`config.mk`:
```
export PLATFORM = sky130hd
export DESIGN_NAME = lru_cache_table
export DESIGN_NICKNAME = d
export VERILOG_FILES = /design/src/rtl/core/lct_pkg.sv /design/src/rtl/core/lru_cache_table.sv
export SDC_FILE = /design/constraint.sdc
export NUM_CORES = 2
export LEC_CHECK = 0
export BUFFER_PORTS_ARGS = -buffer_cell sky130_fd_sc_hd__clkbuf_2
export CAP_MARGIN = 20
export CORE_ASPECT_RATIO = 1.4
export CORE_MARGIN = 8
export CORE_UTILIZATION = 50
export CTS_CLUSTER_DIAMETER = 60
export CTS_CLUSTER_SIZE = 24
export DETAILED_ROUTE_END_ITERATION = 10
export PLACE_DENSITY = 0.69
export SLEW_MARGIN = 20
export SYNTH_ARGS = -nofsm -noshare
export SYNTH_HDL_FRONTEND = slang
export SYNTH_SLANG_ARGS = --single-unit
```
`constraint.sdc`:
```
create_clock -name clock -period 12.3 [get_ports clock]
set_input_delay 1.23 -clock clock [delete_from_list [all_inputs] [get_ports clock]]
set_output_delay 1.23 -clock clock [all_outputs]
set_load 0.1 [all_outputs]
```
`src/rtl/core/lct_pkg.sv`:
```
// Shared types and operation codes for the LRU cache table.
package lct_pkg;

   localparam int KEY_W   = 64;
   localparam int VALUE_W = 64;
   localparam int OP_W    = 3;
   localparam int CAP_W   = 5;

   localparam logic [OP_W-1:0] OP_GET    = 3'd0;
   localparam logic [OP_W-1:0] OP_SET    = 3'd1;
   localparam logic [OP_W-1:0] OP_DELETE = 3'd2;
   localparam logic [OP_W-1:0] OP_EXISTS = 3'd3;
   localparam logic [OP_W-1:0] OP_CLEAR  = 3'd4;

   localparam logic [CAP_W-1:0] CAP_RESET = 5'd16;

   typedef struct packed {
      logic [OP_W-1:0]    operation;
      logic [KEY_W-1:0]   key;
      logic [VALUE_W-1:0] value;
   } req_type;

   typedef struct packed {
      logic               hit;
      logic [VALUE_W-1:0] read_value;
   } rsp_type;

endpackage

```
`src/rtl/core/lru_cache_table.sv`:
```
// LRU cache table: fully associative key/value store with LRU replacement.
// One operation (get, set, delete, exists, clear) is taken per cycle whenever start is
// high; busy is always low. Each transfer is captured in an input register, looked up
// against all entries in parallel in the next cycle, and its result appears on rsp_data
// with rsp_strobe in the cycle after that, from the result register; one item per cycle
// is sustained by the parallel compare and rank update over the whole table.
// The result is valid for exactly one cycle and cannot be stalled. csr_wdata sets the
// capacity (0 acts as 1, values above ENTRIES act as ENTRIES); write it only while idle.
module lru_cache_table #(
   parameter int ENTRIES    = 16,
   parameter int KEY_BITS   = 64,
   parameter int VALUE_BITS = 64
) (
   input  logic                      clock,
   input  logic                      reset,
   input  logic                      start,
   output logic                      busy,
   input  lct_pkg::req_type          req_data,
   output logic                      rsp_strobe,
   output lct_pkg::rsp_type          rsp_data,
   input  logic                      csr_we,
   input  logic [lct_pkg::CAP_W-1:0] csr_wdata
);

   localparam int RANK_W = $clog2(ENTRIES);
   localparam int CMP_W  = (RANK_W + 1 > lct_pkg::CAP_W) ? RANK_W + 1 : lct_pkg::CAP_W;

   logic [lct_pkg::CAP_W-1:0] cap_ff;
   lct_pkg::req_type          req_ff;
   logic                      req_valid_ff;
   lct_pkg::rsp_type          rsp_ff;
   lct_pkg::rsp_type          rsp_in;
   logic                      rsp_strobe_ff;

   logic [ENTRIES-1:0]    valid_ff, valid_in;
   logic [KEY_BITS-1:0]   key_ff   [ENTRIES];
   logic [KEY_BITS-1:0]   key_in   [ENTRIES];
   logic [VALUE_BITS-1:0] value_ff [ENTRIES];
   logic [VALUE_BITS-1:0] value_in [ENTRIES];
   logic [RANK_W-1:0]     rank_ff  [ENTRIES];
   logic [RANK_W-1:0]     rank_in  [ENTRIES];

   logic [KEY_BITS-1:0]   in_key;
   logic [VALUE_BITS-1:0] in_value;
   logic [ENTRIES-1:0]    match;
   logic [ENTRIES-1:0]    keep;
   logic [ENTRIES-1:0]    free_oh;
   logic                  lookup_op;
   logic                  hit;
   logic [RANK_W-1:0]     hit_rank;
   logic [VALUE_BITS-1:0] hit_value;
   logic [CMP_W-1:0]      cap_ext;
   logic [RANK_W-1:0]     lim_m1;

   assign busy     = 1'b0;
   assign in_key   = req_ff.key[KEY_BITS-1:0];
   assign in_value = req_ff.value[VALUE_BITS-1:0];

   // Saturated capacity minus one: a new key keeps only ranks below this.
   always_comb begin
      cap_ext = CMP_W'(cap_ff);
      if (cap_ff == '0) begin
         lim_m1 = '0;
      end else if (cap_ext >= CMP_W'(ENTRIES)) begin
         lim_m1 = RANK_W'(ENTRIES - 1);
      end else begin
         lim_m1 = RANK_W'(cap_ext - CMP_W'(1));
      end
   end

   always_comb begin
      hit_rank  = '0;
      hit_value = '0;
      for (int i = 0; i < ENTRIES; i++) begin
         match[i] = valid_ff[i] && (key_ff[i] == in_key);
         keep[i]  = valid_ff[i] && (rank_ff[i] < lim_m1);
         if (match[i]) begin
            hit_rank  = hit_rank | rank_ff[i];
            hit_value = hit_value | value_ff[i];
         end
      end
      // lowest slot that is empty after eviction
      free_oh = ~keep & (keep + ENTRIES'(1));
   end

   always_comb begin
      lookup_op = (req_ff.operation == lct_pkg::OP_GET)
               || (req_ff.operation == lct_pkg::OP_SET)
               || (req_ff.operation == lct_pkg::OP_DELETE)
               || (req_ff.operation == lct_pkg::OP_EXISTS);
      hit = lookup_op && (|match);
   end

   always_comb begin
      valid_in = valid_ff;
      key_in   = key_ff;
      value_in = value_ff;
      rank_in  = rank_ff;
      rsp_in.hit        = hit;
      rsp_in.read_value = '0;
      if (req_valid_ff) begin
         unique case (req_ff.operation)
            lct_pkg::OP_GET: begin
               if (hit) begin
                  rsp_in.read_value = lct_pkg::VALUE_W'(hit_value);
                  for (int i = 0; i < ENTRIES; i++) begin
                     if (match[i]) begin
                        rank_in[i] = '0;
                     end else if (valid_ff[i] && rank_ff[i] < hit_rank) begin
                        rank_in[i] = rank_ff[i] + RANK_W'(1);
                     end
                  end
               end
            end
            lct_pkg::OP_SET: begin
               for (int i = 0; i < ENTRIES; i++) begin
                  if (hit) begin
                     if (match[i]) begin
                        value_in[i] = in_value;
                        rank_in[i]  = '0;
                     end else if (valid_ff[i] && rank_ff[i] < hit_rank) begin
                        rank_in[i] = rank_ff[i] + RANK_W'(1);
                     end
                  end else if (free_oh[i]) begin
                     valid_in[i] = 1'b1;
                     key_in[i]   = in_key;
                     value_in[i] = in_value;
                     rank_in[i]  = '0;
                  end else if (keep[i]) begin
                     rank_in[i] = rank_ff[i] + RANK_W'(1);
                  end else begin
                     valid_in[i] = 1'b0;
                     rank_in[i]  = '0;
                  end
               end
            end
            lct_pkg::OP_DELETE: begin
               if (hit) begin
                  for (int i = 0; i < ENTRIES; i++) begin
                     if (match[i]) begin
                        valid_in[i] = 1'b0;
                        rank_in[i]  = '0;
                     end else if (valid_ff[i] && rank_ff[i] > hit_rank) begin
                        rank_in[i] = rank_ff[i] - RANK_W'(1);
                     end
                  end
               end
            end
            lct_pkg::OP_CLEAR: begin
               valid_in = '0;
               for (int i = 0; i < ENTRIES; i++) begin
                  rank_in[i] = '0;
               end
            end
            default: begin
            end
         endcase
      end
   end

   always_ff @(posedge clock) begin
      if (reset) begin
         cap_ff        <= lct_pkg::CAP_RESET;
         req_valid_ff  <= 1'b0;
         rsp_strobe_ff <= 1'b0;
         valid_ff      <= '0;
         for (int i = 0; i < ENTRIES; i++) begin
            rank_ff[i] <= '0;
         end
      end else begin
         if (csr_we) begin
            cap_ff <= csr_wdata;
         end
         req_valid_ff  <= start;
         rsp_strobe_ff <= req_valid_ff;
         valid_ff      <= valid_in;
         rank_ff       <= rank_in;
      end
   end

   always_ff @(posedge clock) begin
      if (start) begin
         req_ff <= req_data;
      end
      rsp_ff   <= rsp_in;
      key_ff   <= key_in;
      value_ff <= value_in;
   end

   assign rsp_strobe = rsp_strobe_ff;
   assign rsp_data   = rsp_ff;

endmodule

```
# == Yosys cells after proc, flatten, opt, wreduce, memory -nomap -nowiden ==
# Cells that the tools add are included.
# W data, S select, Z words.
# totals
reg_bits,2331
input_bits,140
# op_classes
addsub,34
n_lt_le_gt_ge,49
eq_ne,87
n_mux,263
n_bitwise,33
reduce_logical,154
# ops
operator,n
$mux W64,66
$eq A64 B64 Y1,16
$or A64 B64 Y64,15
$mux W4,130
$pmux W64 S4,1
$lt A4 B4 Y1,32
$reduce_and A4 Y1,32
$reduce_and A6 Y1,16
$reduce_and A5 Y1,16
$ne A2 B2 Y1 const B,35
$sub A4 B1 Y4 const B,17
$logic_and A1 B1 Y1,65
$add A4 B1 Y4 const B,16
$gt A4 B4 Y1,16
$mux W1,64
$or A4 B4 Y4,15
$ne A3 B2 Y1 const B,16
$ne A3 B3 Y1 const B,16
$pmux W16 S3,1
$reduce_bool A2 Y1,16
$add A16 B1 Y16 const B,1
$and A16 B16 Y16,1
$mux W16,1
$not A16 Y16,1
other kinds (12),15

# == Longest topological paths before layout ==
# depth
depth_word,39
depth_mapped,26
mapped_depth_nobuf,21

# == Worst setup path after synthesis ==
# Ideal clock, no wire load.
# synth_timing
path_kind,register to register
start,"register cap_ff, in the netlist cap_ext[0]"
end,"register value_ff[0] (netlist name), enable pin"
setup_ns,0.421
t_arrival_ns,11.160
t_required_ns,11.879
setup_slack_ns,0.719
path_stages_with_launch,14
path_buffers,1
cell_sequence,dfxtp_1 inv_1 ha_1 a21oi_1 a211oi_1 ha_1 o21a_1 o21ai_0 and3b_1 clkbuf_1 nor4b_1 nand4_1 nor4_1 a21o_1
# synth_via
elab_chain_cells,9
# synth_rtl
element,line_no,source
from (decl),lru_cache_table.sv:28,logic [lct_pkg::CAP_W-1:0] cap_ff;
from (signal assigned),lru_cache_table.sv:163,cap_ff <= lct_pkg::CAP_RESET;
from (signal assigned),lru_cache_table.sv:172,cap_ff <= csr_wdata;
$sub A4 B1 Y4 / $ge A5 B5 Y1 (equally long branches),"lru_cache_table.sv:67, lru_cache_table.sv:64",
$mux W4,lru_cache_table.sv:64,end else if (cap_ext >= CMP_W'(ENTRIES)) begin
$mux W4 *,lru_cache_table.sv:62,if (cap_ff == '0) begin
$lt A4 B4 Y1,lru_cache_table.sv:76,keep[i] = valid_ff[i] && (rank_ff[i] < lim_m1);
$logic_and A1 B1 Y1,lru_cache_table.sv:76,
$add A16 B1 Y16 / $not A16 Y16 (equally long branches),lru_cache_table.sv:83,free_oh = ~keep & (keep + ENTRIES'(1));
$and A16 B16 Y16 *,lru_cache_table.sv:83,
$reduce_bool A2 Y1 (no source line) *,n/a,
$reduce_and A4 Y1 (no source line) *,n/a,
to (signal assigned),lru_cache_table.sv:187,value_ff <= value_in;
to (decl),lru_cache_table.sv:38,logic [VALUE_BITS-1:0] value_ff [ENTRIES];
# Every way passes the cells marked *; elsewhere a longest branch is shown, timed or not.
# A chain may end at the register's enable or synchronous reset.

# == Worst setup path in the final report ==
# layout_timing
start,"register req_ff, in the netlist in_key[39]"
end,"register value_ff[517] (netlist name), enable pin"
# layout_via
elab_chain_cells,6
# layout_rtl
element,line_no,source
from (decl),lru_cache_table.sv:29,lct_pkg::req_type req_ff;
from (signal assigned),lru_cache_table.sv:183,req_ff <= req_data;
$eq A64 B64 Y1,lru_cache_table.sv:75,match[i] = valid_ff[i] && (key_ff[i] == in_key);
$logic_and A1 B1 Y1,lru_cache_table.sv:75,
$reduce_or A16 Y1,lru_cache_table.sv:91,hit = lookup_op && (|match);
$logic_and A1 B1 Y1,lru_cache_table.sv:91,
$ne A2 B2 Y1 (no source line) / $reduce_bool A2 Y1 (equally long branches),n/a,
$reduce_and A4 Y1 (no source line) *,n/a,
# Marked as above.

==> metrics.md <==
| Metric | Value |
|---|---|
| Routability cong. | ~1.0 |
| Initial cell density of the core | between 50% and 60% |
| Yosys warns | 0 |
| Final critical-path share of the clock period | 63.2% |
| CTS clk-pin slew, worst paths | around 90 ps |
| Max Cap Viol | 0 |
| Die ar. | approximately 210,000 um2 |
| Async SR Flop Fraction | 0% |
| Tmin final | 7770 ps |
| Comb power frac | between 6 and 7% |
| Buffers on Ports | between 200 and 250 |
| Crit start category | flop |
| Yosys cell types | around 100 |
| Vias per Instance | between 6 and 7 |
| Critical R2R Capture | value_ff[517] |
| Transition time of the tightest slew-check pin | about 1200 ps |
| # rows | a little under 200 |
| Count of final hold-check violations | 0 |
| #FFs+latches synth | 2,331 |
| Hpwl dp | 195,000 um |
| DR pass1 iterations | 6 |
| Final Max Slew Viols | 0 |
| Routed wire length per instance | around 33 um |
| Setup bufs post-CTS | 0 |
| CP most frequent cell | buf_4 |
| Drt drc | 0 |
| Avg Cell Area, Syn | roughly 15 um2 |
| Clock Sinks | roughly 2,300 |
| Core ar. | ~200,000 um2 |
| GRT Total Usage | just under 30% |
| IO Count | roughly 210 |
| DRT antenna net count | 0 |
| Pleak | about 34 nW |
| Initial antenna violation count | 14 |
| Design area | about 110,000 um2 |
| Layout filler cell count | between 15,000 and 20,000 |
| Synth Cell Area | ~99,000 um2 |
| Dpl cell area | a little over 100,000 um2 |
| FF-to-FF setup slack | roughly 4500 ps |
| VDD IR max | ~0.15 mV |
| Synth Area in Compound Gates | a little under a tenth |
| Mapped Cells | ~6,700 |
| Sequential share of power | 58.9% |
| Power density over cell area | between 100 and 150 nW/um2 |
| Syn_nets | 6,983 |
| Share of the synthesized area in the top cell type | 66.2% |
| Clk_skew | 63.6 ps |
| Largest family of logic cells by synthesized area | simple AND/OR/NAND/NOR gates |
| Post-synthesis simple-gate area fraction | roughly 10% |
| Vias in the first global route | approximately 63,000 |
| Most frequent cells after synthesis | 2,179 x edfxtp_1, 514 x xnor2_1, 292 x xor2_1 |
| Layout cells sized above 1 | 10.3% |
| CTS Hold Buffers Added | 0 |
| Critical R2R Launch | in_key[39] |
| Overflow after GRT | 0 |
| Adder-cell area share of the yosys netlist | 1.85% |
| Die Y | about 540 um |
| CTS tree | done |
| Worst path required time | between 10,000 and 15,000 ps |
| Cell-internal power | about 11 mW |
| CTS H-tree lvls | 4 |
| Setup TNS | 0 ps |
| PostCTS Resize Cnt | 0 |
| Crit. End Element | flop |
| Worst setup path endpoint | value_ff[517] |
| Cell count of the worst reg-to-reg path | 15 |
| Mux share of post-synthesis cell area | less than 1% |
| DR vias | around 63,000 |
| Largest net degree at the start of global routing | 76 |
| Layout Area Growth over Synthesis | 9.45% |
| Max Freq | between 0.1 and 0.15 GHz |
| Crit Path Class | flop to flop |
| Nets | about 7,200 |
| Clock buffer depth | 3 |
| Root Driver | clkbuf_16 |
| Worst-Skew Late Latency | between 800 and 900 ps |
| Psw | 3.65 mW |
| Hold Path Class | flop to flop |
| Final WL | 319,000 um |
| Yosys top cell by area | edfxtp_1 |
| RSZ-0062 raised after global routing | false |
| Synth top area cells | edfxtp_1 66%, xnor2_1 4.6%, dfxtp_1 3.1% |
| Final setup fails | 0 |
| Sw Share | between 20% and 30% |
| WP depth | 15 |
| Critical Path Fanout Max | between 60 and 70 |
| Die X | between 300 and 400 um |
| Most numerous cell in the Yosys netlist | edfxtp_1 |
| Clock share of power | between 30 and 40% |
| Relative slew slack | about a fifth |
| Post-synth top flop | edfxtp_1 |
| Crit-path leading delay family | simple AND/OR/NAND/NOR gates |
| EDFF count, synth | about 2,200 |
| Initial DRC count | between 7,000 and 8,000 |
| Seq/Total Area, Yosys | around 69% |
| CP max stage cell | o21ai_0 |
| Synth Area in XOR/XNOR | under 10% |
| Status | finished clean |
| First-pass GRT wire length | 449,000 um |
| Arr. time, crit path | approximately 8000 ps |
| CP bufs+invs | 5 |
| Clock buffer count from CTS | approximately 140 |
| CP cell instances | buf_4 > inv_1 > o21ai_0 > nor4_1 > nand3_1 > nor4_2 > buf_4 > nor4_2 > nand4_1 > nor2_1 > nand2_1 > nor3_2 > buf_4 > a21o_4 > buf_4 |
| Final Power | 15.1 mW |
| CP Launch Point | in_key[39] |
| Max incr delay on CP | about 900 ps |
==> sequential cells by signal (all words and copies together), names as in the netlist, 3 cells and up <==
name      count
key_ff     1024
value_ff   1024
rsp_data     65
in_key       64
in_value     64
rank_ff      64
valid_ff     16
cap_ext       5
req_ff        3
==> worst register-to-register path, delay by kind of cell, from the launching register on <==
family	cells	cell delay, ps
AO/OA/AOI/OAI	2	1230
buffers and inverters	5	2620
AND/OR/NAND/NOR	8	3080
flip-flops	1	320
==> per-layer routing <==
metal  vias up  wire, um  global-route usage [%]
met1     31924    116000                    35.9
met2      3797    155000                    49.8
met5         -        13                       0
met3       911     26700                    4.26
met4         2     21200                    15.7
li1      26649         -                       -
==> power by group through the flow <==
stage	registers [mW]	clock network (mW)	logic [mW]
finish	8.87	5.20	0.994
global route	8.88	5.51	1.03
global placement	9.04	0	0.970
CTS	8.87	5.26	0.979
detailed placement	9.05	0	0.976
floorplan	9.03	0	0.507
==> through the flow <==
stage	std cells	hold slack, ps	util, %	worst slack, ps
floorplan	6697	476	-	719
global placement	9392	517	52.4	4610
detailed placement	9392	533	52.4	4530
CTS	9653	498	54.8	4530
global route	9656	518	54.9	4410
finish	9658	547	54.9	4530
==> placed cells by master, fill, tap and decap left out, types with 148 or more instances in the layout <==
master / n
edfxtp_1: 2179
xnor2_1: 514
xor2_1: 292
nand4_1: 275
nand2b_1: 257
a22o_1: 214
a221oi_1: 213
nand2_1: 212
clkbuf_2: 204
nor4_1: 189
buf_4: 184
dfxtp_1: 152
inv_1: 150
nor2_1: 148
==> cells by family after synthesis <==
group	count (synthesis)
adder cells (fa/ha/maj)	146
XOR/XNOR	806
AO/OA/AOI/OAI	1204
other	1
buffers and inverters	485
flip-flops	2331
multiplexers	16
AND/OR/NAND/NOR	1708
==> how the worst min path moves through the flow <==
stage | from | endpoint | slack (ps) | depth (start not counted)
2_1_floorplan | cap_ext[1] | cap_ext[1] | 480 | 2
3_3_place_gp | cap_ext[1] | cap_ext[1] | 520 | 2
3_5_place_dp | value_ff[130] | rsp_data[2] | 530 | 2
4_1_cts | req_data[127] | in_key[63] | 500 | 1
5_1_grt | req_data[127] | in_key[63] | 520 | 1
6_report | cap_ext[1] | cap_ext[1] | 550 | 2
==> area by class of cell <==
type / instances / area, um2 / area share, %
sequential: 2331 / 68500 / 63.3
multi-input combinational: 3881 / 28500 / 26.4
clock buffer: 185 / 3800 / 3.51
tap: 2632 / 3290 / 3.05
timing repair buffer: 393 / 2500 / 2.32
clock inverter: 76 / 932 / 0.862
inverter: 157 / 589 / 0.545
antenna: 3 / 7.51 / 0.00694
(Power assumes the default switching activity.)
